--- src/rtl/mbae_pkg.sv ---
`default_nettype none
// ----------------------------------------------------------------------------
// Modbus ASCII encoder package
// Shared types, character constants and the nibble-to-hex helper.
// ----------------------------------------------------------------------------
package mbae_pkg;

   localparam int unsigned QUEUE_DEPTH = 2;

   localparam logic [6:0] CHAR_COLON     = 7'h3A;
   localparam logic [6:0] CHAR_CR        = 7'h0D;
   localparam logic [6:0] CHAR_LF        = 7'h0A;
   localparam logic [6:0] HEX_DIGIT_BASE = 7'h30;
   localparam logic [6:0] HEX_ALPHA_BASE = 7'h41;

   // One queued job: which character groups to emit and the bytes they need
   typedef struct packed {
      logic       open;
      logic       has_data;
      logic       last;
      logic [7:0] addr;
      logic [7:0] func;
      logic [7:0] data;
      logic [7:0] lrc;
   } cmd_type;

   typedef enum logic [3:0] {
      PH_IDLE,
      PH_START,
      PH_ADDR_HI,
      PH_ADDR_LO,
      PH_FUNC_HI,
      PH_FUNC_LO,
      PH_DATA_HI,
      PH_DATA_LO,
      PH_LRC_HI,
      PH_LRC_LO,
      PH_CR,
      PH_LF
   } phase_type;

   function automatic logic [6:0] hex_char(input logic [3:0] nib);
      logic [6:0] ch;
      if (nib < 4'd10) begin
         ch = HEX_DIGIT_BASE + 7'(nib);
      end else begin
         ch = HEX_ALPHA_BASE + (7'(nib) - 7'd10);
      end
      return ch;
   endfunction

endpackage
`default_nettype wire

--- src/rtl/mbae_if.sv ---
`default_nettype none
// ----------------------------------------------------------------------------
// Modbus ASCII encoder channels
// Valid/ready channels for items, characters and the address register.
// ----------------------------------------------------------------------------
interface mbae_req_if;
   logic       valid;
   logic       ready;
   logic [7:0] function_code;
   logic [7:0] data_byte;
   logic       has_data;
   logic       last_item;

   modport source (output valid, function_code, data_byte, has_data, last_item,
                   input ready);
   modport sink   (input valid, function_code, data_byte, has_data, last_item,
                   output ready);
endinterface

interface mbae_rsp_if;
   logic       valid;
   logic       ready;
   logic [6:0] ascii_char;
   logic       last_of_run;
   logic       end_of_frame;

   modport source (output valid, ascii_char, last_of_run, end_of_frame, input ready);
   modport sink   (input valid, ascii_char, last_of_run, end_of_frame, output ready);
endinterface

interface mbae_csr_if;
   logic       valid;
   logic       ready;
   logic [7:0] write_data;

   modport source (output valid, write_data, input ready);
   modport sink   (input valid, write_data, output ready);
endinterface
`default_nettype wire

--- src/rtl/mbae_queue.sv ---
`default_nettype none
// ----------------------------------------------------------------------------
// Command queue
// Small FIFO of encoding jobs between front and back.
// ----------------------------------------------------------------------------
module mbae_queue #(
   parameter int unsigned Depth = mbae_pkg::QUEUE_DEPTH
) (
   input  wire logic             clock,
   input  wire logic             reset,
   input  wire logic             push,
   input  wire mbae_pkg::cmd_type push_cmd,
   output logic                  full,
   input  wire logic             pop,
   output logic                  head_valid,
   output mbae_pkg::cmd_type     head_cmd
);

   localparam int unsigned PtrW = (Depth > 1) ? $clog2(Depth) : 1;
   localparam int unsigned CntW = $clog2(Depth + 1);

   mbae_pkg::cmd_type entry_ff [Depth];
   logic [PtrW-1:0]   wr_ptr_ff, wr_ptr_in;
   logic [PtrW-1:0]   rd_ptr_ff, rd_ptr_in;
   logic [CntW-1:0]   count_ff, count_in;

   assign full       = (count_ff == CntW'(Depth));
   assign head_valid = (count_ff != '0);
   assign head_cmd   = entry_ff[rd_ptr_ff];

   always_comb begin
      wr_ptr_in = wr_ptr_ff;
      rd_ptr_in = rd_ptr_ff;
      count_in  = count_ff;
      if (push) begin
         wr_ptr_in = (wr_ptr_ff == PtrW'(Depth - 1)) ? '0 : wr_ptr_ff + 1'b1;
      end
      if (pop) begin
         rd_ptr_in = (rd_ptr_ff == PtrW'(Depth - 1)) ? '0 : rd_ptr_ff + 1'b1;
      end
      if (push && !pop) begin
         count_in = count_ff + 1'b1;
      end else if (pop && !push) begin
         count_in = count_ff - 1'b1;
      end
   end

   always_ff @(posedge clock) begin
      if (reset) begin
         wr_ptr_ff <= '0;
         rd_ptr_ff <= '0;
         count_ff  <= '0;
      end else begin
         wr_ptr_ff <= wr_ptr_in;
         rd_ptr_ff <= rd_ptr_in;
         count_ff  <= count_in;
      end
   end

   always_ff @(posedge clock) begin
      if (push) begin
         entry_ff[wr_ptr_ff] <= push_cmd;
      end
   end

   // Never write into a full queue
   assert property (@(posedge clock) disable iff (reset) push |-> !full)
      else $error("queue overflow");

endmodule
`default_nettype wire

--- src/rtl/mbae_front.sv ---
`default_nettype none
// ----------------------------------------------------------------------------
// Encoder front end
// Accepts items, tracks frame state and the running LRC, queues jobs.
// ----------------------------------------------------------------------------
module mbae_front (
   input  wire logic          clock,
   input  wire logic          reset,
   mbae_req_if.sink           req_chan,
   mbae_csr_if.sink           csr_chan,
   input  wire logic          q_full,
   output logic               q_push,
   output mbae_pkg::cmd_type  q_cmd
);

   logic       in_frame_ff, in_frame_in;
   logic [7:0] lrc_sum_ff, lrc_sum_in;
   logic [7:0] dev_addr_ff, dev_addr_in;
   logic       accept;
   logic       open;
   logic [7:0] base_sum;
   logic [7:0] item_sum;

   assign req_chan.ready = !q_full;
   assign csr_chan.ready = 1'b1;
   assign accept         = req_chan.valid && req_chan.ready;
   assign open           = !in_frame_ff;

   always_comb begin
      base_sum = open ? (dev_addr_ff + req_chan.function_code) : lrc_sum_ff;
      item_sum = req_chan.has_data ? (base_sum + req_chan.data_byte) : base_sum;
   end

   always_comb begin
      q_cmd.open     = open;
      q_cmd.has_data = req_chan.has_data;
      q_cmd.last     = req_chan.last_item;
      q_cmd.addr     = dev_addr_ff;
      q_cmd.func     = req_chan.function_code;
      q_cmd.data     = req_chan.data_byte;
      q_cmd.lrc      = (~item_sum) + 8'd1;
      // drop items that produce no characters
      q_push = accept && (open || req_chan.has_data || req_chan.last_item);
   end

   always_comb begin
      in_frame_in = in_frame_ff;
      lrc_sum_in  = lrc_sum_ff;
      dev_addr_in = dev_addr_ff;
      if (accept) begin
         in_frame_in = !req_chan.last_item;
         lrc_sum_in  = req_chan.last_item ? 8'd0 : item_sum;
      end
      if (csr_chan.valid && csr_chan.ready) begin
         dev_addr_in = csr_chan.write_data;
      end
   end

   always_ff @(posedge clock) begin
      if (reset) begin
         in_frame_ff <= 1'b0;
         lrc_sum_ff  <= 8'd0;
         dev_addr_ff <= 8'd0;
      end else begin
         in_frame_ff <= in_frame_in;
         lrc_sum_ff  <= lrc_sum_in;
         dev_addr_ff <= dev_addr_in;
      end
   end

endmodule
`default_nettype wire

--- src/rtl/mbae_back.sv ---
`default_nettype none
// ----------------------------------------------------------------------------
// Encoder back end
// Walks each queued job one character per cycle into the output register, unless the output stalls.
// ----------------------------------------------------------------------------
module mbae_back (
   input  wire logic          clock,
   input  wire logic          reset,
   input  wire logic          q_valid,
   input  wire mbae_pkg::cmd_type q_cmd,
   output logic               q_pop,
   mbae_rsp_if.source         rsp_chan
);

   mbae_pkg::phase_type state_ff, state_in;
   mbae_pkg::phase_type follow;
   mbae_pkg::phase_type first;
   mbae_pkg::cmd_type   cmd_ff;

   logic       advance;
   logic       finishing;
   logic [6:0] char_sel;
   logic       eof_sel;

   logic       out_valid_ff, out_valid_in;
   logic [6:0] out_char_ff;
   logic       out_lor_ff;
   logic       out_eof_ff;

   assign advance = (state_ff != mbae_pkg::PH_IDLE) && (!out_valid_ff || rsp_chan.ready);

   // Phase after the current one; idle means the job is done
   always_comb begin
      case (state_ff)
         mbae_pkg::PH_START:   follow = mbae_pkg::PH_ADDR_HI;
         mbae_pkg::PH_ADDR_HI: follow = mbae_pkg::PH_ADDR_LO;
         mbae_pkg::PH_ADDR_LO: follow = mbae_pkg::PH_FUNC_HI;
         mbae_pkg::PH_FUNC_HI: follow = mbae_pkg::PH_FUNC_LO;
         mbae_pkg::PH_FUNC_LO: begin
            follow = cmd_ff.has_data ? mbae_pkg::PH_DATA_HI
                   : (cmd_ff.last ? mbae_pkg::PH_LRC_HI : mbae_pkg::PH_IDLE);
         end
         mbae_pkg::PH_DATA_HI: follow = mbae_pkg::PH_DATA_LO;
         mbae_pkg::PH_DATA_LO: follow = cmd_ff.last ? mbae_pkg::PH_LRC_HI : mbae_pkg::PH_IDLE;
         mbae_pkg::PH_LRC_HI:  follow = mbae_pkg::PH_LRC_LO;
         mbae_pkg::PH_LRC_LO:  follow = mbae_pkg::PH_CR;
         mbae_pkg::PH_CR:      follow = mbae_pkg::PH_LF;
         default:              follow = mbae_pkg::PH_IDLE;
      endcase
      first = q_cmd.open ? mbae_pkg::PH_START
            : (q_cmd.has_data ? mbae_pkg::PH_DATA_HI : mbae_pkg::PH_LRC_HI);
      finishing = (follow == mbae_pkg::PH_IDLE);
   end

   // Next state
   always_comb begin
      q_pop    = 1'b0;
      state_in = state_ff;
      if ((state_ff == mbae_pkg::PH_IDLE) || (advance && finishing)) begin
         q_pop    = q_valid;
         state_in = q_valid ? first : mbae_pkg::PH_IDLE;
      end else if (advance) begin
         state_in = follow;
      end
   end

   // Outputs of the current phase
   always_comb begin
      eof_sel = 1'b0;
      case (state_ff)
         mbae_pkg::PH_START:   char_sel = mbae_pkg::CHAR_COLON;
         mbae_pkg::PH_ADDR_HI: char_sel = mbae_pkg::hex_char(cmd_ff.addr[7:4]);
         mbae_pkg::PH_ADDR_LO: char_sel = mbae_pkg::hex_char(cmd_ff.addr[3:0]);
         mbae_pkg::PH_FUNC_HI: char_sel = mbae_pkg::hex_char(cmd_ff.func[7:4]);
         mbae_pkg::PH_FUNC_LO: char_sel = mbae_pkg::hex_char(cmd_ff.func[3:0]);
         mbae_pkg::PH_DATA_HI: char_sel = mbae_pkg::hex_char(cmd_ff.data[7:4]);
         mbae_pkg::PH_DATA_LO: char_sel = mbae_pkg::hex_char(cmd_ff.data[3:0]);
         mbae_pkg::PH_LRC_HI:  char_sel = mbae_pkg::hex_char(cmd_ff.lrc[7:4]);
         mbae_pkg::PH_LRC_LO:  char_sel = mbae_pkg::hex_char(cmd_ff.lrc[3:0]);
         mbae_pkg::PH_CR:      char_sel = mbae_pkg::CHAR_CR;
         mbae_pkg::PH_LF: begin
            char_sel = mbae_pkg::CHAR_LF;
            eof_sel  = 1'b1;
         end
         default:              char_sel = 7'd0;
      endcase
   end

   always_comb begin
      if (advance) begin
         out_valid_in = 1'b1;
      end else if (rsp_chan.ready) begin
         out_valid_in = 1'b0;
      end else begin
         out_valid_in = out_valid_ff;
      end
   end

   always_ff @(posedge clock) begin
      if (reset) begin
         state_ff     <= mbae_pkg::PH_IDLE;
         out_valid_ff <= 1'b0;
      end else begin
         state_ff     <= state_in;
         out_valid_ff <= out_valid_in;
      end
   end

   always_ff @(posedge clock) begin
      if (q_pop) begin
         cmd_ff <= q_cmd;
      end
      if (advance) begin
         out_char_ff <= char_sel;
         out_lor_ff  <= finishing;
         out_eof_ff  <= eof_sel;
      end
   end

   assign rsp_chan.valid        = out_valid_ff;
   assign rsp_chan.ascii_char   = out_char_ff;
   assign rsp_chan.last_of_run  = out_lor_ff;
   assign rsp_chan.end_of_frame = out_eof_ff;

   // Pop only an occupied queue
   assert property (@(posedge clock) disable iff (reset) q_pop |-> q_valid)
      else $error("pop from empty queue");

   // Every character issued shows up on the output
   assert property (@(posedge clock) disable iff (reset) advance |=> rsp_chan.valid)
      else $error("character lost");

   // Closing LF marks both end of frame and end of run
   assert property (@(posedge clock) disable iff (reset)
      (advance && (state_ff == mbae_pkg::PH_LF))
      |=> (rsp_chan.end_of_frame && rsp_chan.last_of_run))
      else $error("frame end not flagged");

endmodule
`default_nettype wire

--- src/rtl/modbus_ascii_frame_encoder_top.sv ---
`default_nettype none
// An item's first character passes the command queue, the back-end state register
//   and the output register before it is valid. Output: one character per cycle
//   unless the output stalls; a data-only item carries 2 characters.
// Items are taken whenever the command queue has room, also while characters wait.
// Reset (synchronous) closes any open frame, clears the LRC sum and the address
//   register, empties the queue and drops the pending output character.
// ----------------------------------------------------------------------------
// Modbus ASCII frame encoder
// Turns header/data/close items into ':' + hex + LRC + CR LF character stream.
// ----------------------------------------------------------------------------
module modbus_ascii_frame_encoder_top #(
   parameter int unsigned QueueDepth = mbae_pkg::QUEUE_DEPTH
) (
   input  wire logic  clock,
   input  wire logic  reset,
   mbae_req_if.sink   req_chan,
   mbae_rsp_if.source rsp_chan,
   mbae_csr_if.sink   csr_chan
);

   // Front to queue
   logic              q_push;
   logic              q_full;
   mbae_pkg::cmd_type q_push_cmd;

   // Queue to back
   logic              q_pop;
   logic              q_valid;
   mbae_pkg::cmd_type q_head_cmd;

   // Front: take items, open/close frames, fold bytes into the LRC sum and
   // hand one job per productive item to the queue.
   mbae_front u_front (
      .clock    (clock),
      .reset    (reset),
      .req_chan (req_chan),
      .csr_chan (csr_chan),
      .q_full   (q_full),
      .q_push   (q_push),
      .q_cmd    (q_push_cmd)
   );

   // Queue: decouple item transfers from character output.
   mbae_queue #(
      .Depth (QueueDepth)
   ) u_queue (
      .clock      (clock),
      .reset      (reset),
      .push       (q_push),
      .push_cmd   (q_push_cmd),
      .full       (q_full),
      .pop        (q_pop),
      .head_valid (q_valid),
      .head_cmd   (q_head_cmd)
   );

   // Back: advance through the job's characters, one per output transfer.
   mbae_back u_back (
      .clock    (clock),
      .reset    (reset),
      .q_valid  (q_valid),
      .q_cmd    (q_head_cmd),
      .q_pop    (q_pop),
      .rsp_chan (rsp_chan)
   );

endmodule
`default_nettype wire
--- src/flat_wrapper.sv ---
// flat-port wrapper written by rule: the top's interface ports become plain ports
module modbus_ascii_frame_encoder_top_flat 
#(
   parameter int unsigned QueueDepth = mbae_pkg::QUEUE_DEPTH
)
  (clock, reset, req_chan_valid, req_chan_function_code, req_chan_data_byte, req_chan_has_data, req_chan_last_item, req_chan_ready, rsp_chan_valid, rsp_chan_ascii_char, rsp_chan_last_of_run, rsp_chan_end_of_frame, rsp_chan_ready, csr_chan_valid, csr_chan_write_data, csr_chan_ready);
  mbae_req_if req_chan_i ();
  mbae_rsp_if rsp_chan_i ();
  mbae_csr_if csr_chan_i ();
  input  wire logic clock;
  input  wire logic reset;
  input wire logic [$bits(req_chan_i.valid)-1:0] req_chan_valid;
  input wire logic [$bits(req_chan_i.function_code)-1:0] req_chan_function_code;
  input wire logic [$bits(req_chan_i.data_byte)-1:0] req_chan_data_byte;
  input wire logic [$bits(req_chan_i.has_data)-1:0] req_chan_has_data;
  input wire logic [$bits(req_chan_i.last_item)-1:0] req_chan_last_item;
  output wire logic [$bits(req_chan_i.ready)-1:0] req_chan_ready;
  output wire logic [$bits(rsp_chan_i.valid)-1:0] rsp_chan_valid;
  output wire logic [$bits(rsp_chan_i.ascii_char)-1:0] rsp_chan_ascii_char;
  output wire logic [$bits(rsp_chan_i.last_of_run)-1:0] rsp_chan_last_of_run;
  output wire logic [$bits(rsp_chan_i.end_of_frame)-1:0] rsp_chan_end_of_frame;
  input wire logic [$bits(rsp_chan_i.ready)-1:0] rsp_chan_ready;
  input wire logic [$bits(csr_chan_i.valid)-1:0] csr_chan_valid;
  input wire logic [$bits(csr_chan_i.write_data)-1:0] csr_chan_write_data;
  output wire logic [$bits(csr_chan_i.ready)-1:0] csr_chan_ready;
  assign req_chan_i.valid = req_chan_valid;
  assign req_chan_i.function_code = req_chan_function_code;
  assign req_chan_i.data_byte = req_chan_data_byte;
  assign req_chan_i.has_data = req_chan_has_data;
  assign req_chan_i.last_item = req_chan_last_item;
  assign req_chan_ready = req_chan_i.ready;
  assign rsp_chan_valid = rsp_chan_i.valid;
  assign rsp_chan_ascii_char = rsp_chan_i.ascii_char;
  assign rsp_chan_last_of_run = rsp_chan_i.last_of_run;
  assign rsp_chan_end_of_frame = rsp_chan_i.end_of_frame;
  assign rsp_chan_i.ready = rsp_chan_ready;
  assign csr_chan_i.valid = csr_chan_valid;
  assign csr_chan_i.write_data = csr_chan_write_data;
  assign csr_chan_ready = csr_chan_i.ready;
  modbus_ascii_frame_encoder_top #(.QueueDepth(QueueDepth)) u_core (.clock(clock), .reset(reset), .req_chan(req_chan_i), .rsp_chan(rsp_chan_i), .csr_chan(csr_chan_i));
endmodule
--- config.mk ---
export PLATFORM = sky130hd
export DESIGN_NAME = modbus_ascii_frame_encoder_top_flat
export DESIGN_NICKNAME = d
export VERILOG_FILES = /design/src/rtl/mbae_pkg.sv /design/src/rtl/mbae_if.sv /design/src/rtl/mbae_queue.sv /design/src/rtl/mbae_front.sv /design/src/rtl/mbae_back.sv /design/src/rtl/modbus_ascii_frame_encoder_top.sv /design/src/flat_wrapper.sv
export SDC_FILE = /design/constraint.sdc
export NUM_CORES = 1
export LEC_CHECK = 0
export BUFFER_PORTS_ARGS = -buffer_cell sky130_fd_sc_hd__buf_2
export CAP_MARGIN = 30
export CORE_ASPECT_RATIO = 0.9
export CORE_UTILIZATION = 50
export DETAILED_ROUTE_END_ITERATION = 7
export HOLD_SLACK_MARGIN = 0.15
export MAX_ROUTING_LAYER = met4
export PLACE_DENSITY = 0.67
export SETUP_SLACK_MARGIN = 0.5
export SLEW_MARGIN = 20
export SYNTH_ARGS = -nofsm -noshare
export SYNTH_HDL_FRONTEND = slang
export SYNTH_HIERARCHICAL = 1
export SYNTH_SLANG_ARGS = --single-unit
--- constraint.sdc ---
create_clock -name clock -period 8.2 [get_ports clock]
set_clock_uncertainty 0.1 [all_clocks]
set_input_delay 0.41 -clock clock [delete_from_list [all_inputs] [get_ports clock]]
set_output_delay 0.41 -clock clock [all_outputs]
set_load 0.02 [all_outputs]
# --- Word level (Yosys, flattened, before mapping) ---
# Memory sizes are Yosys's and may differ from the RTL's. A register that Yosys moved wholly into a read port is not among the register bits.
# Index checks and enable logic that the tools add are counted.
word_totals:
  register_bits: 69
  in_bits: 31
  ramBits: 70
  n_memories: 1
  wordCells: 125
  mem_bits_ro: 0
  out_inout_bits: 12
  latch_bits: 0
mem_list:
  columns: ["memory", "words", "width", "read_ports", "rd_ports_with_merged_regs", "write_ports", "line", "text"]
  rows:
  - ["u_core.u_queue.entry_ff", 2, 35, 1, 1, 1, "mbae_queue.sv:22", "mbae_pkg::cmd_type entry_ff [Depth];"]
classes:
  eq_ne: 12
  n_reduce_logical: 23
  shifts: 0
  n_mux: 32
  multipliers: 0
  add_sub_neg: 31
  bitwise_logic: 1
  n_div: 0
  magnitude_cmp: 8
op_table:
  columns: ["op", "count"]
  rows:
  - ["one-hot mux 7 bit (11 select lines)", 1]
  - ["adder 6 x 4 -> 7 bit, first input constant", 8]
  - ["adder 7 bit, first input constant", 8]
  - ["2-to-1 mux 7 bit", 8]
  - ["one-hot mux 4 bit (10 select lines)", 1]
  - ["subtractor 4 x 4 -> 5 bit, second input constant", 8]
  - ["less-than comparator 4 bit, second input constant", 8]
  - ["2-to-1 mux 4 bit", 7]
  - ["2-to-1 mux 8 bit", 3]
  - ["adder 8 bit", 2]
  - ["== test 4 x 3 -> 1 bit, second input constant", 4]
  - ["== test 4 bit, second input constant", 4]
  - ["2-to-1 mux 1 bit", 10]
  - ["adder 8 x 1 -> 8 bit, second input constant", 1]
  - ["== test 4 x 2 -> 1 bit, second input constant", 2]
  - ["zero test 4 bit", 2]
  - ["NOT 8 bit", 1]
  - ["nonzero test 2 bit", 4]
  - ["logical AND 1 bit", 6]
  - ["zero test 1 bit", 6]
  - ["== test 4 x 1 -> 1 bit, second input constant", 1]
  - ["logical OR 1 bit", 4]
  - ["2-to-1 mux 2 bit", 2]
  - ["nonzero test 4 bit", 1]
  - ["4 further kinds", 5]

# --- Longest topological paths before layout ---
# Gate-level depths: netlist of run 1.
depth:
  depth_word: 10
  ltp_mapped: 13

# --- Cells and area by module ---
# Netlist of run 1, hierarchy kept.
modules_own_cells:
  columns: ["mod", "cells_per_inst", "instances", "area_each_um2"]
  rows:
  - ["mbae_back", 363, 1, 3535.9]
  - ["mbae_queue", 131, 1, 2745.1]
  - ["mbae_front", 210, 1, 1767.9]

# --- Worst setup path before layout of run 1 ---
# No wires, ideal clock.
synth_path:
  kind: "register -> register"
  start: "register u_core.u_back.state_ff[3]"
  end: "register u_core.u_queue.count_ff[1]"
  setup_time_ps: 70
  stages_incl_launch_ff: 13
  setup_slack_ps: 4169
  t_arrival_ps: 3861
  t_required_ps: 8030
  path_cell_list: "dfxtp_1 > inv_1 > ha_1 > buf_4 > or2_1 > a21o_1 > nand2_1 > a21oi_1 > nor2b_1 > inv_1 > ha_1 > or3_1 > a21oi_1"
synth_via:
  elab_chain_len: 9
  elab_cells_between_ends: 23
  cone_classes: "eq/ne: 10; mux: 3; reduce/logical: 10"
synth_rtl:
  columns: ["element", "line", "text"]
  rows:
  - ["start, declared", "mbae_back.sv:15", "mbae_pkg::phase_type state_ff, state_in;"]
  - ["start signal, assigned", "mbae_back.sv:101", "state_ff <= mbae_pkg::PH_IDLE;"]
  - ["start signal, assigned", "mbae_back.sv:104", "state_ff <= state_in;"]
  - ["== test 4 bit (tied with other cells)", "mbae_back.sv:34", "case (state_ff)"]
  - ["one-hot mux 4 bit (10 select lines)", "mbae_back.sv:34", null]
  - ["zero test 4 bit", "mbae_back.sv:52", "finishing = (follow == mbae_pkg::PH_IDLE);"]
  - ["logical AND 1 bit", "mbae_back.sv:59", "if ((state_ff == mbae_pkg::PH_IDLE) || (advance && finishing)) begin"]
  - ["logical OR 1 bit (*)", "mbae_back.sv:59", null]
  - ["2-to-1 mux 1 bit (*)", "mbae_back.sv:59", null]
  - ["via u_core.q_pop", "modbus_ascii_frame_encoder_top.sv:28", "logic q_pop;"]
  - ["zero test 1 bit", "mbae_queue.sv:41", "if (push && !pop) begin"]
  - ["logical AND 1 bit", "mbae_queue.sv:41", null]
  - ["2-to-1 mux 2 bit / nonzero test 2 bit (equally long branches)", null, null]
  - ["end signal, assigned", "mbae_queue.sv:56", "count_ff <= count_in;"]
  - ["end, declared", "mbae_queue.sv:25", "logic [CntW-1:0] count_ff, count_in;"]
# Mark *: on every way through the listed nets, which the timed path passes. The rest lies on a longest branch.
# A chain may end at the register's enable or synchronous reset.

==> results of run 1 <==
-- logic make-up after synthesis --
group / Yosys count
flip-flops: 140
adder cells (fa/ha/maj): 53
AND/OR/NAND/NOR: 171
buffers and inverters: 89
other: 1
AO/OA/AOI/OAI: 131
multiplexers: 68
XOR/XNOR: 51
-- flip-flops by register name, summed over array words and instances (netlist names), 2 cells and up, named ones only --
register,count
u_core/u_queue/count_ff,2
u_core/u_back/state_ff,4
u_core/u_front/lrc_sum_ff,8
u_core/u_back/cmd_ff,34
u_core/u_queue/entry_ff,70
u_core/u_front/dev_addr_ff,8
u_core/u_back/rsp_chan.ascii_char,7
-- worst max-delay path, cell delays in order --
cell and delay (ns):
dlygate4sd3_1 0.53, buf_2 0.14, ha_1 0.24, fa_1 0.43
a21oi_1 0.18, mux2i_1 0.24, nand2_1 0.09, ha_1 0.36
o21a_1 0.15, o31a_1 0.18, a21oi_1 0.07, a21oi_2 0.24
nand3_2 0.15, nor3_2 0.23, xnor2_1 0.11
-- cell type report --
type	instances	area [um2]
timing repair buffer	68	478
multi-input combinational	475	3640
clock buffer	20	437
sequential	140	3930
tap	202	253
inverter	41	156
fill	1258	6490
clock inverter	12	163
-- cell usage after synthesis (3+ instances only) --
cell type,instances
a211oi_1,8
a211oi_2,3
a21oi_1,48
a22oi_1,5
a31oi_1,6
buf_2,3
buf_4,25
buf_6,7
clkbuf_1,11
dfxtp_1,27
edfxtp_1,113
ha_1,51
inv_1,38
mux2_2,38
mux2i_1,27
nand2_1,37
nand3_1,16
nand3b_1,12
nand4_1,5
nor2_1,50
nor2b_1,6
nor3_1,8
nor3b_1,5
nor4_1,8
o21ai_0,17
o21ai_1,3
o22ai_1,12
xnor2_1,25
xor2_1,26
-- how the worst min path moves through the flow --
stage | from | endpoint | slack (ns)
6_report | csr_chan_write_data[1] | u_core/u_front/dev_addr_ff[1]$_SDFFE_PP0P_ | 0.17
5_1_grt | csr_chan_write_data[1] | u_core/u_front/dev_addr_ff[1]$_SDFFE_PP0P_ | 0.17
4_1_cts | req_chan_data_byte[1] | u_core/u_queue/entry_ff[0][9]$_DFFE_PP_ | 0.15
3_5_place_dp | u_core/u_front/lrc_sum_ff[3]$_SDFFE_PP0P_ | u_core/u_front/lrc_sum_ff[3]$_SDFFE_PP0P_ | 0.39
3_3_place_gp | u_core/u_queue/count_ff[1]$_SDFFE_PP0P_ | u_core/u_queue/count_ff[1]$_SDFFE_PP0P_ | 0.37
2_1_floorplan | u_core/u_front/dev_addr_ff[0]$_SDFFE_PP0P_ | u_core/u_queue/entry_ff[0][24]$_DFFE_PP_ | 0.35
-- where the power goes --
part / leakage (nW) / switching [mW] / internal (mW)
logic: 1.89 / 0.835 / 0.576
clock network: 0.292 / 0.295 / 0.484
registers: 1.29 / 0.135 / 1.04
-- through the flow --
stage / power [mW] / cells / instance area, um2 / worst slack (ns) / utilization [%]
after floorplan: 2.25 / 704 / 8050 / 4.17 / -
after global placement: 2.50 / 902 / 8210 / 4.74 / 52.8
after detailed placement: 2.56 / 902 / 8210 / 4.65 / 52.8
after CTS: 3.36 / 956 / 9030 / 4.53 / 58.1
after global routing: 3.58 / 958 / 9060 / 4.27 / 58.3
final: 3.36 / 958 / 9060 / 4.51 / 58.3
-- what timing repair did --
| item | 4_1_cts | 5_1_grt |
|---|---|---|
| hold buffers | 22 | 1 |
| endpoints found under the hold margin | 37 | 2 |
| buffers inserted | 0 | 0 |
| resized for setup | 0 | 0 |
-- layout by cell type (no fill, tap or decap), types with 6 or more instances in the layout --
master         netlist  routed
nor3_1               8       8
buf_2                3      41
nand3_1             16      16
nand3b_1            12      12
a21oi_1             48      48
ha_1                51      51
nor4_1               8       8
inv_1               38      38
clkbuf_16            0      17
xnor2_1             25      25
o21ai_0             17      17
mux2i_1             27      27
mux2_2              38      38
a31oi_1              6       6
dfxtp_1             27      27
dlygate4sd3_1        0      23
o22ai_1             12      12
a211oi_1             8       8
nand2_1             37      37
nor2_1              50      50
xor2_1              26      26
edfxtp_1           113     113
-- layer usage --
| metal | up-vias | part of all wire [%] | global-route usage [%] | wire [um] |
|---|---|---|---|---|
| li1 | 2642 | - | - | - |
| met5 | - | 0 | - | 0 |
| met1 | 2623 | 47 | 29.6 | 8030 |
| met4 | 0 | 1.7 | 7.37 | 300 |
| met3 | 14 | 3.6 | 4.46 | 617 |
| met2 | 126 | 48 | 35.7 | 8260 |
==> reports/qor.log, run 1 <==
[synthesis] Yosys top cell by area edfxtp_1
[cts] CTS tree built
[global_route] initial antenna violation count 0
[timing] TNS Setup 0 ns
[synthesis] share of synthesized cell area in and, or, nand and nor gates 11.1%
[critical_path] worst flop-to-flop path endpoint u_core/u_queue/entry_ff[1][7]$_DFFE_PP_
[critical_path] top fanout value on the critical path 5
[synthesis] dominant combinational cell family by area after synthesis simple AND/OR/NAND/NOR gates
[route] total wirelength of the detailed-routed design 17200 um
[synthesis] Netlist Area Pre-Place 8050 um2
[timing] hold violation total from the final report 0
[synthesis] post-synthesis sequential area ratio 48.9%
[global_route] wire length of the first global-routing pass 27400 um
[synthesis] adder and majority gate portion of the synthesized area 8.43%
[floorplan] Die Outline Area 16600 um2
[timing] setup repair after global routing missed its margin no
[job] count of maximum capacitance violations 0
[timing] worst-case headroom to the max-slew limit 41.8%
[synthesis] synthesized-area fraction occupied by xor and xnor cells 5.55%
[global_route] gr ovfl total 0
[global_route] maximum number of pins on one net before global-route repair 37
[placement] RePlAce Congestion 0.953
[route] drt first pass iters 5
[global_route] overall fraction of global-route tracks in use 22.7%
[pwr] Static Leakage 3.47 nW
[synthesis] Yosys warnings 6
[timing] Setup-failing EPs final 0
[timing] Period minus WS final 3.69 ns
[synthesis] top flip-flop cell by instance count after synthesis edfxtp_1
[critical_path] source of the critical timing path req_chan_function_code[0]
[global_route] vias in the first global route 5222
[pwr] IR drop worst, VDD 0.173 mV
[critical_path] r2r setup slk 4.76 ns
[timing] maximum achievable frequency 271 MHz
[floorplan] vertical die dimension 122 um
[cts] number of buffers between clock root and the deepest sink 2
[critical_path] CP Data Arrival Time 3.74 ns
[layout] Antenna diodes 0
[layout] number of nets at the end of the flow 827
[route] Vias 5405
[critical_path] critical register-to-register path startpoint u_core/u_front/dev_addr_ff[1]$_SDFFE_PP0P_
[timing] number of max-slew violations in the final report 0
[layout] Area Growth Syn to Fin 12.5%
[floorplan] area of the core region 15500 um2
[placement] final HPWL from detailed placement 12600 um
[synthesis] syn nets 788
[cts] H-tree levels 4
[critical_path] crit path kind in2reg
[cts] clock latency of the later-clocked register in the worst-skew pair 0.41 ns
[worst_hold_path] worst hold path stage count 3
[critical_path] termination of the worst setup path u_core/u_queue/entry_ff[1][7]$_DFFE_PP_
[route] average wire per standard cell 18.0 um
[route] average via count per standard cell 5.64
[worst_hold_path] class of the most critical hold timing path in2reg
[synthesis] Post-Syn Instances 704
[placement] number of I/O port buffers 41
[critical_path] critical path data required time 8.25 ns
[critical_path] Worst Setup End Kind flip-flop
[cts] Clock Pin Slew Worst Setup and Hold Paths 0.06 ns
[route] residual antenna-violating net count after detailed routing 0
[synthesis] number of flops mapped to enable cells by yosys 113
[critical_path] number of cells on the worst reg-to-reg path 12
[cts] clk sink count 140
[layout] proportion of layout cells with a drive suffix above 1 19.0%
[floorplan] # rows 43
[cts] CTS buffer count 17
[timing] final worst path period share 45.0%
[floorplan] starting density of the core 51.8%
[pwr] cell area power density 371 nW/um2
[floorplan] x dimension of the die 136 um
[synthesis] area share of the largest cell type after synthesis 42.2%
[synthesis] top cells by area, synth edfxtp_1 42%, ha_1 7.9%, dfxtp_1 6.7%
[synthesis] Synth Area per Inst 11.4 um2
[outcome] status complete, no violations
[critical_path] kind of start point of the critical path input port
[floorplan] IO Pins 43
[timing] worst-margin pin slew 0.872 ns
[route] Post-route DRC 0
[synthesis] share of flip-flops with an asynchronous set or reset 0%
[synthesis] mux share of post-synthesis cell area 9.33%
[cts] clock tree root driver cell clkbuf_16
[synthesis] synthesized flop and latch total 140
[timing] smallest hold slack 0.168 ns
[synthesis] Compound-Gate Fraction of Synth Area 10.7%
[route] initial DRC count 381
[synthesis] number of distinct standard cells referenced by the synthesized netlist 75
Note: power is estimated with default switching activity, not from simulation.
==> inputs of run 2 (changes only) <==
Settings changed: PLACE_DENSITY 0.67 to 0.7.
Clock period 8.2 ns to 3.3 ns, I/O delays scaled along.
==> reports/qor.log, run 2 (synthesis results as in run 1) <==
[critical_path] top fanout value on the critical path 4 [was 5]
[critical_path] crit path kind reg2reg [was in2reg]
[floorplan] IO Pins 43 [unchanged]
[worst_hold_path] class of the most critical hold timing path in2reg [unchanged]
[cts] clock tree root driver cell clkbuf_16 [unchanged]
[layout] Post-Layout Inst Area 9710 um2 [was 9060 um2]
[global_route] vias in the first global route 5456 [was 5222]
[timing] maximum achievable frequency 315 MHz
[route] average wire per standard cell 18.4 um [was 18.0 um]
[route] initial DRC count 370 [was 381]
[critical_path] kind of start point of the critical path flip-flop [was input port]
[global_route] initial antenna violation count 0 [unchanged]
[cts] H-tree levels 4 [unchanged]
[worst_hold_path] end point of the most critical hold path u_core/u_queue/wr_ptr_ff$_SDFFE_PP0P_ [was u_core/u_front/dev_addr_ff[1]$_SDFFE_PP0P_]
[global_route] GR Layer Usage met2 38.1% [was 35.7%]
[route] Post-route DRC 0 [unchanged]
[worst_hold_path] hold path start req_chan_valid [was csr_chan_write_data[1]]
[floorplan] Die Outline Area 16600 um2 [unchanged]
[route] drt first pass iters 5 [unchanged]
[layout] proportion of layout cells with a drive suffix above 1 25.8% [was 19.0%]
[timing] worst-case headroom to the max-slew limit 50.5% [was 41.8%]
[worst_hold_path] worst hold path stage count 5 [was 3]
[placement] count of placed standard cells including taps 909 [was 902]
[critical_path] r2r setup slk 0.12 ns [was 4.76 ns]
[cts] CTS buffer count 17 [unchanged]
[layout] Area Growth Syn to Fin 20.6% [was 12.5%]
[cts] number of buffers between clock root and the deepest sink 2 [unchanged]
[timing] smallest hold slack 0.227 ns [was 0.168 ns]
[pwr] IR drop worst, VDD 0.516 mV [was 0.173 mV]
[cts] Clock Pin Slew Worst Setup and Hold Paths 0.06 ns [about the same]
[placement] final HPWL from detailed placement 12800 um [was 12600 um]
[timing] number of max-slew violations in the final report 0 [unchanged]
[layout] leading cell types in the layout, fill and taps excluded 113 x edfxtp_1, 48 x nor2_1, 44 x dlygate4sd3_1 [was 113 x edfxtp_1, 51 x ha_1, 50 x nor2_1]
[global_route] met3 Usage GRT 4.30% [was 4.46%]
[floorplan] area of the core region 15500 um2 [unchanged]
[cts] clk sink count 140 [unchanged]
[placement] number of I/O port buffers 41 [unchanged]
[layout] most flop-heavy register u_core/u_queue/entry_ff [unchanged]
[layout] Antenna diodes 0 [unchanged]
[job] count of maximum capacitance violations 0 [unchanged]
[critical_path] Worst Setup End Kind flip-flop [unchanged]
[global_route] gr ovfl total 0 [unchanged]
[floorplan] # rows 43 [unchanged]
[critical_path] critical register-to-register path startpoint u_core/u_front/dev_addr_ff[0]$_SDFFE_PP0P_ [was u_core/u_front/dev_addr_ff[1]$_SDFFE_PP0P_]
[layout] largest registers ranked by flip-flop count u_core/u_queue/entry_ff x70, u_core/u_back/cmd_ff x34 [unchanged]
[layout] number of nets at the end of the flow 869 [was 827]
[critical_path] worst flop-to-flop path endpoint u_core/u_queue/entry_ff[0][5]$_DFFE_PP_ [was u_core/u_queue/entry_ff[1][7]$_DFFE_PP_]
[critical_path] number of cells on the worst reg-to-reg path 13 [was 12]
[cts] clock latency of the later-clocked register in the worst-skew pair 0.42 ns [was 0.41 ns]
[route] residual antenna-violating net count after detailed routing 0 [unchanged]
[timing] final worst path period share 96.3%
[timing] Period minus WS final 3.18 ns
[critical_path] critical path data required time 3.36 ns [was 8.25 ns]
[global_route] maximum number of pins on one net before global-route repair 36 [was 37]
[global_route] overall fraction of global-route tracks in use 23.7% [was 22.7%]
[layout] Non-Filler Instances 1000 [was 958]
[global_route] busiest grt layer met2 [unchanged]
[pwr] Static Leakage 3.74 nW [was 3.47 nW]
[placement] RePlAce Congestion 0.934 [was 0.953]
[floorplan] x dimension of the die 136 um [unchanged]
[timing] setup repair after global routing missed its margin yes [was no]
[outcome] status complete, no violations [unchanged]
[layout] filler cell count 1172 [was 1258]
[placement] Cell Area, Placed 8390 um2 [was 8210 um2]
[route] total wirelength of the detailed-routed design 18400 um [was 17200 um]
[floorplan] vertical die dimension 122 um [unchanged]
[critical_path] CP Data Arrival Time 3.24 ns [was 3.74 ns]
[timing] worst-margin pin slew 0.740 ns [was 0.872 ns]
[global_route] wire length of the first global-routing pass 28300 um [was 27400 um]
[timing] Setup-failing EPs final 0 [unchanged]
[route] average via count per standard cell 5.69 [was 5.64]
[route] Vias 5694 [was 5405]
[global_route] met1 global-route usage 29.5% [was 29.6%]
[layout] Largest register FFs 70 [unchanged]
[cts] CTS tree built [unchanged]
[layout] most common library cell in the layout ignoring fill and taps edfxtp_1 [unchanged]
[floorplan] starting density of the core 51.8% [unchanged]
[timing] hold violation total from the final report 0 [unchanged]
[pwr] cell area power density 887 nW/um2 [was 371 nW/um2]
## run 2: cell types whose count changed in the layout (fill, tap and decap cells not counted), sizes merged
cell and change:
buf +21, dlygate4sd3 +21, bufinv -3, clkbuf +2, clkinv -1, clkinvlp +1
inv +1
## run 2: area by class of cell
class                      count  area [um2]  area share [%]
multi-input combinational    475        3880            40.0
clock buffer                  22         517            5.32
sequential                   140        3940            40.6
timing repair buffer         110         870            8.96
tap                          202         253            2.60
inverter                      41         156            1.61
clock inverter                10        87.6           0.902
## run 2: worst max-delay path by stage
stage | to | cells past startpoint | start | slack (ns)
6_report | u_core/u_queue/entry_ff[0][5]$_DFFE_PP_ | 13 | u_core/u_front/dev_addr_ff[0]$_SDFFE_PP0P_ | 0.12
5_1_grt | u_core/u_queue/entry_ff[0][7]$_DFFE_PP_ | 13 | u_core/u_front/dev_addr_ff[0]$_SDFFE_PP0P_ | -0.008
4_1_cts | u_core/u_queue/entry_ff[0][5]$_DFFE_PP_ | 13 | u_core/u_front/dev_addr_ff[0]$_SDFFE_PP0P_ | 0.16
3_5_place_dp | u_core/u_queue/entry_ff[0][7]$_DFFE_PP_ | 13 | u_core/u_front/dev_addr_ff[0]$_SDFFE_PP0P_ | 0.08
3_3_place_gp | u_core/u_queue/entry_ff[1][7]$_DFFE_PP_ | 13 | u_core/u_front/dev_addr_ff[0]$_SDFFE_PP0P_ | 0.17
2_1_floorplan | u_core/u_queue/count_ff[1]$_SDFFE_PP0P_ | 12 | u_core/u_back/state_ff[3]$_SDFFE_PP0P_ | 0.35
## run 2: power breakdown
group	total [mW]	internal, mW	switching, mW
combinational	3.80	1.60	2.20
sequential	2.90	2.58	0.318
clock	1.92	1.13	0.790
## run 2: repair_timing
action | 4_1_cts | 5_1_grt
buffers inserted | 9 | 6
hold endpoints to repair | 59 | 0
pin swaps | 18 | 18
setup endpoints to repair | 18 | 18
gates resized for setup | 10 | 25
hold buffers | 44 | 0
## run 2: metal layers
layer | wire length (um) | part of all wire (%) | up-vias
li1 | - | - | 2722
met5 | 0 | 0 | -
met3 | 838 | 4.6 | 37
met4 | 510 | 2.8 | 0
met1 | 8160 | 44 | 2734
met2 | 8910 | 48 | 201
## run 2: critical path, cell delays in order, from the launching register on
cell and delay [ns]:
dfxtp_4 0.35, ha_4 0.16, fa_2 0.37, a21oi_2 0.15, mux2i_1 0.25, nand2_1 0.11, ha_4 0.31, o21a_1 0.14
o31a_1 0.20, a21oi_2 0.06, a21oi_2 0.24, nand3_2 0.14, buf_6 0.16, xor2_2 0.18
## run 2: per-stage QoR
stage | setup TNS, ns | setup slack [ns] | utilization, % | total power, mW
4_1_cts | 0 | 0.160 | 61.4 | 8.52
3_5_place_dp | 0 | 0.0787 | 53.9 | 6.47
6_report | 0 | 0.122 | 62.5 | 8.62
2_1_floorplan | 0 | 0.351 | - | 5.63
5_1_grt | -0.00858 | -0.00784 | 62.5 | 9.12
3_3_place_gp | 0 | 0.174 | 53.9 | 6.35
==> inputs of run 3 (changes only) <==
Settings changed: REMOVE_ABC_BUFFERS set to 1.
==> reports/qor.log, run 3 (synthesis results as in run 1) <==
[outcome] status complete, no violations [unchanged]
[timing] Setup-failing EPs final 0 [unchanged]
[placement] count of placed standard cells including taps 910 [was 909]
[global_route] wire length of the first global-routing pass 29600 um [was 28300 um]
[layout] most common library cell in the layout ignoring fill and taps edfxtp_1 [unchanged]
[pwr] IR drop worst, VDD 0.460 mV [was 0.516 mV]
[timing] worst-margin pin slew 0.690 ns [was 0.740 ns]
[layout] most flop-heavy register u_core/u_queue/entry_ff [unchanged]
[critical_path] critical path data required time 3.35 ns [was 3.36 ns]
[timing] final worst setup slack 0.00737 ns [was 0.122 ns]
[route] Post-route DRC 0 [unchanged]
[route] average wire per standard cell 19.4 um [was 18.4 um]
[critical_path] crit path kind reg2reg [unchanged]
[layout] largest registers ranked by flip-flop count u_core/u_queue/entry_ff x70, u_core/u_back/cmd_ff x34 [unchanged]
[critical_path] Worst Setup End Kind flip-flop [unchanged]
[global_route] initial antenna violation count 0 [unchanged]
[layout] core utilization of the finished layout 61.9% [was 62.5%]
[placement] RePlAce Congestion 0.939 [was 0.934]
[layout] Post-Layout Inst Area 9630 um2 [was 9710 um2]
[cts] clock tree root driver cell clkbuf_16 [unchanged]
[route] drt first pass iters 5 [unchanged]
[floorplan] IO Pins 43 [unchanged]
[pwr] cell area power density 884 nW/um2 [was 887 nW/um2]
[floorplan] vertical die dimension 122 um [unchanged]
[placement] number of I/O port buffers 41 [unchanged]
[timing] hold violation total from the final report 0 [unchanged]
[cts] clock latency of the later-clocked register in the worst-skew pair 0.42 ns [about the same]
[critical_path] CP Data Arrival Time 3.35 ns [was 3.24 ns]
[cts] H-tree levels 4 [unchanged]
[cts] number of buffers between clock root and the deepest sink 2 [unchanged]
[layout] number of nets at the end of the flow 867 [was 869]
[job] count of maximum capacitance violations 0 [unchanged]
[critical_path] kind of start point of the critical path flip-flop [unchanged]
[pwr] Tot Pwr 8.51 mW [was 8.62 mW]
[layout] Antenna diodes 0 [unchanged]
[timing] smallest hold slack 0.236 ns [was 0.227 ns]
[cts] CTS buffer count 17 [unchanged]
[placement] Cell Area, Placed 8290 um2 [was 8390 um2]
[layout] Area Growth Syn to Fin 19.6% [was 20.6%]
[global_route] vias in the first global route 5655 [was 5456]
[global_route] overall fraction of global-route tracks in use 24.6% [was 23.7%]
[critical_path] top fanout value on the critical path 5 [was 4]
[worst_hold_path] class of the most critical hold timing path in2reg [unchanged]
[floorplan] Die Outline Area 16600 um2 [unchanged]
[timing] TNS Setup 0 ns [unchanged]
[placement] setup slack at placement -0.00873 ns [was 0.0787 ns]
[floorplan] x dimension of the die 136 um [unchanged]
[timing] final worst path period share 99.8% [was 96.3%]
[placement] final HPWL from detailed placement 13000 um [was 12800 um]
[layout] filler cell count 1186 [was 1172]
[route] residual antenna-violating net count after detailed routing 0 [unchanged]
[floorplan] # rows 43 [unchanged]
[global_route] maximum number of pins on one net before global-route repair 36 [unchanged]
[timing] maximum achievable frequency 304 MHz [was 315 MHz]
[layout] leading cell types in the layout, fill and taps excluded 113 x edfxtp_1, 49 x nor2_1, 44 x dlygate4sd3_1 [was 113 x edfxtp_1, 48 x nor2_1, 44 x dlygate4sd3_1]
[layout] proportion of layout cells with a drive suffix above 1 24.2% [was 25.8%]
[timing] setup repair after global routing missed its margin yes [unchanged]
[layout] Non-Filler Instances 998 [was 1000]
[layout] Largest register FFs 70 [unchanged]
[timing] Period minus WS final 3.29 ns [was 3.18 ns]
[route] average via count per standard cell 5.72 [was 5.69]
[cts] clk sink count 140 [unchanged]
[route] Vias 5713 [was 5694]
[floorplan] starting density of the core 51.8% [unchanged]
[pwr] Static Leakage 3.69 nW [was 3.74 nW]
[timing] number of max-slew violations in the final report 0 [unchanged]
[timing] worst-case headroom to the max-slew limit 53.9% [was 50.5%]
[route] total wirelength of the detailed-routed design 19400 um [was 18400 um]
[route] initial DRC count 430 [was 370]
[floorplan] area of the core region 15500 um2 [unchanged]
[cts] Clock Pin Slew Worst Setup and Hold Paths 0.06 ns [about the same]
[cts] CTS tree built [unchanged]
[global_route] gr ovfl total 0 [unchanged]
run 3: final timing paths:
check | start | to | slack, ns | depth (start not counted)
max reg2reg | u_core/u_front/dev_addr_ff[1]$_SDFFE_PP0P_ | u_core/u_queue/entry_ff[1][7]$_DFFE_PP_ | 0.007 | 12
min | req_chan_valid | u_core/u_front/lrc_sum_ff[3]$_SDFFE_PP0P_ | 0.24 | 5
max | u_core/u_front/dev_addr_ff[1]$_SDFFE_PP0P_ | u_core/u_queue/entry_ff[1][7]$_DFFE_PP_ | 0.007 | 12
min reg2reg | u_core/u_front/dev_addr_ff[1]$_SDFFE_PP0P_ | u_core/u_queue/entry_ff[0][25]$_DFFE_PP_ | 0.40 | 0
run 3: what timing repair did:
item	4_1_cts	5_1_grt
endpoints found under the setup margin	19	20
gates cloned	0	0
hold endpoints to repair	57	0
setup buffers	6	6
resized for setup	25	20
pin swaps	19	13
hold buffers	44	0
run 3: layer usage:
metal	wire length, um	track usage (%)
met4	520	7.79
met2	9530	40.1
met1	8470	30.9
met3	841	4.96
met5	0	-
run 3: layout make-up:
cell class	count	area (um2)	share of cell area, %
multi-input combinational	475	3860	40.1
timing repair buffer	108	847	8.80
tap	202	253	2.63
clock inverter	10	80.1	0.832
clock buffer	22	487	5.06
sequential	140	3940	40.9
inverter	41	156	1.62
run 3: critical path, stage by stage, from the launching register on:
cell and delay (ns):
dfxtp_4 0.37, ha_1 0.35, a211oi_4 0.37, nor3b_1 0.14
o31ai_4 0.32, ha_4 0.27, o21a_1 0.19, o31a_1 0.16
o22ai_2 0.18, xor2_1 0.22, a21oi_2 0.11, nor3_2 0.16
xnor2_1 0.10
run 3: where the power goes:
group          internal, mW  switching [mW]
clock network          1.06           0.769
registers              2.58           0.316
logic                  1.58            2.21
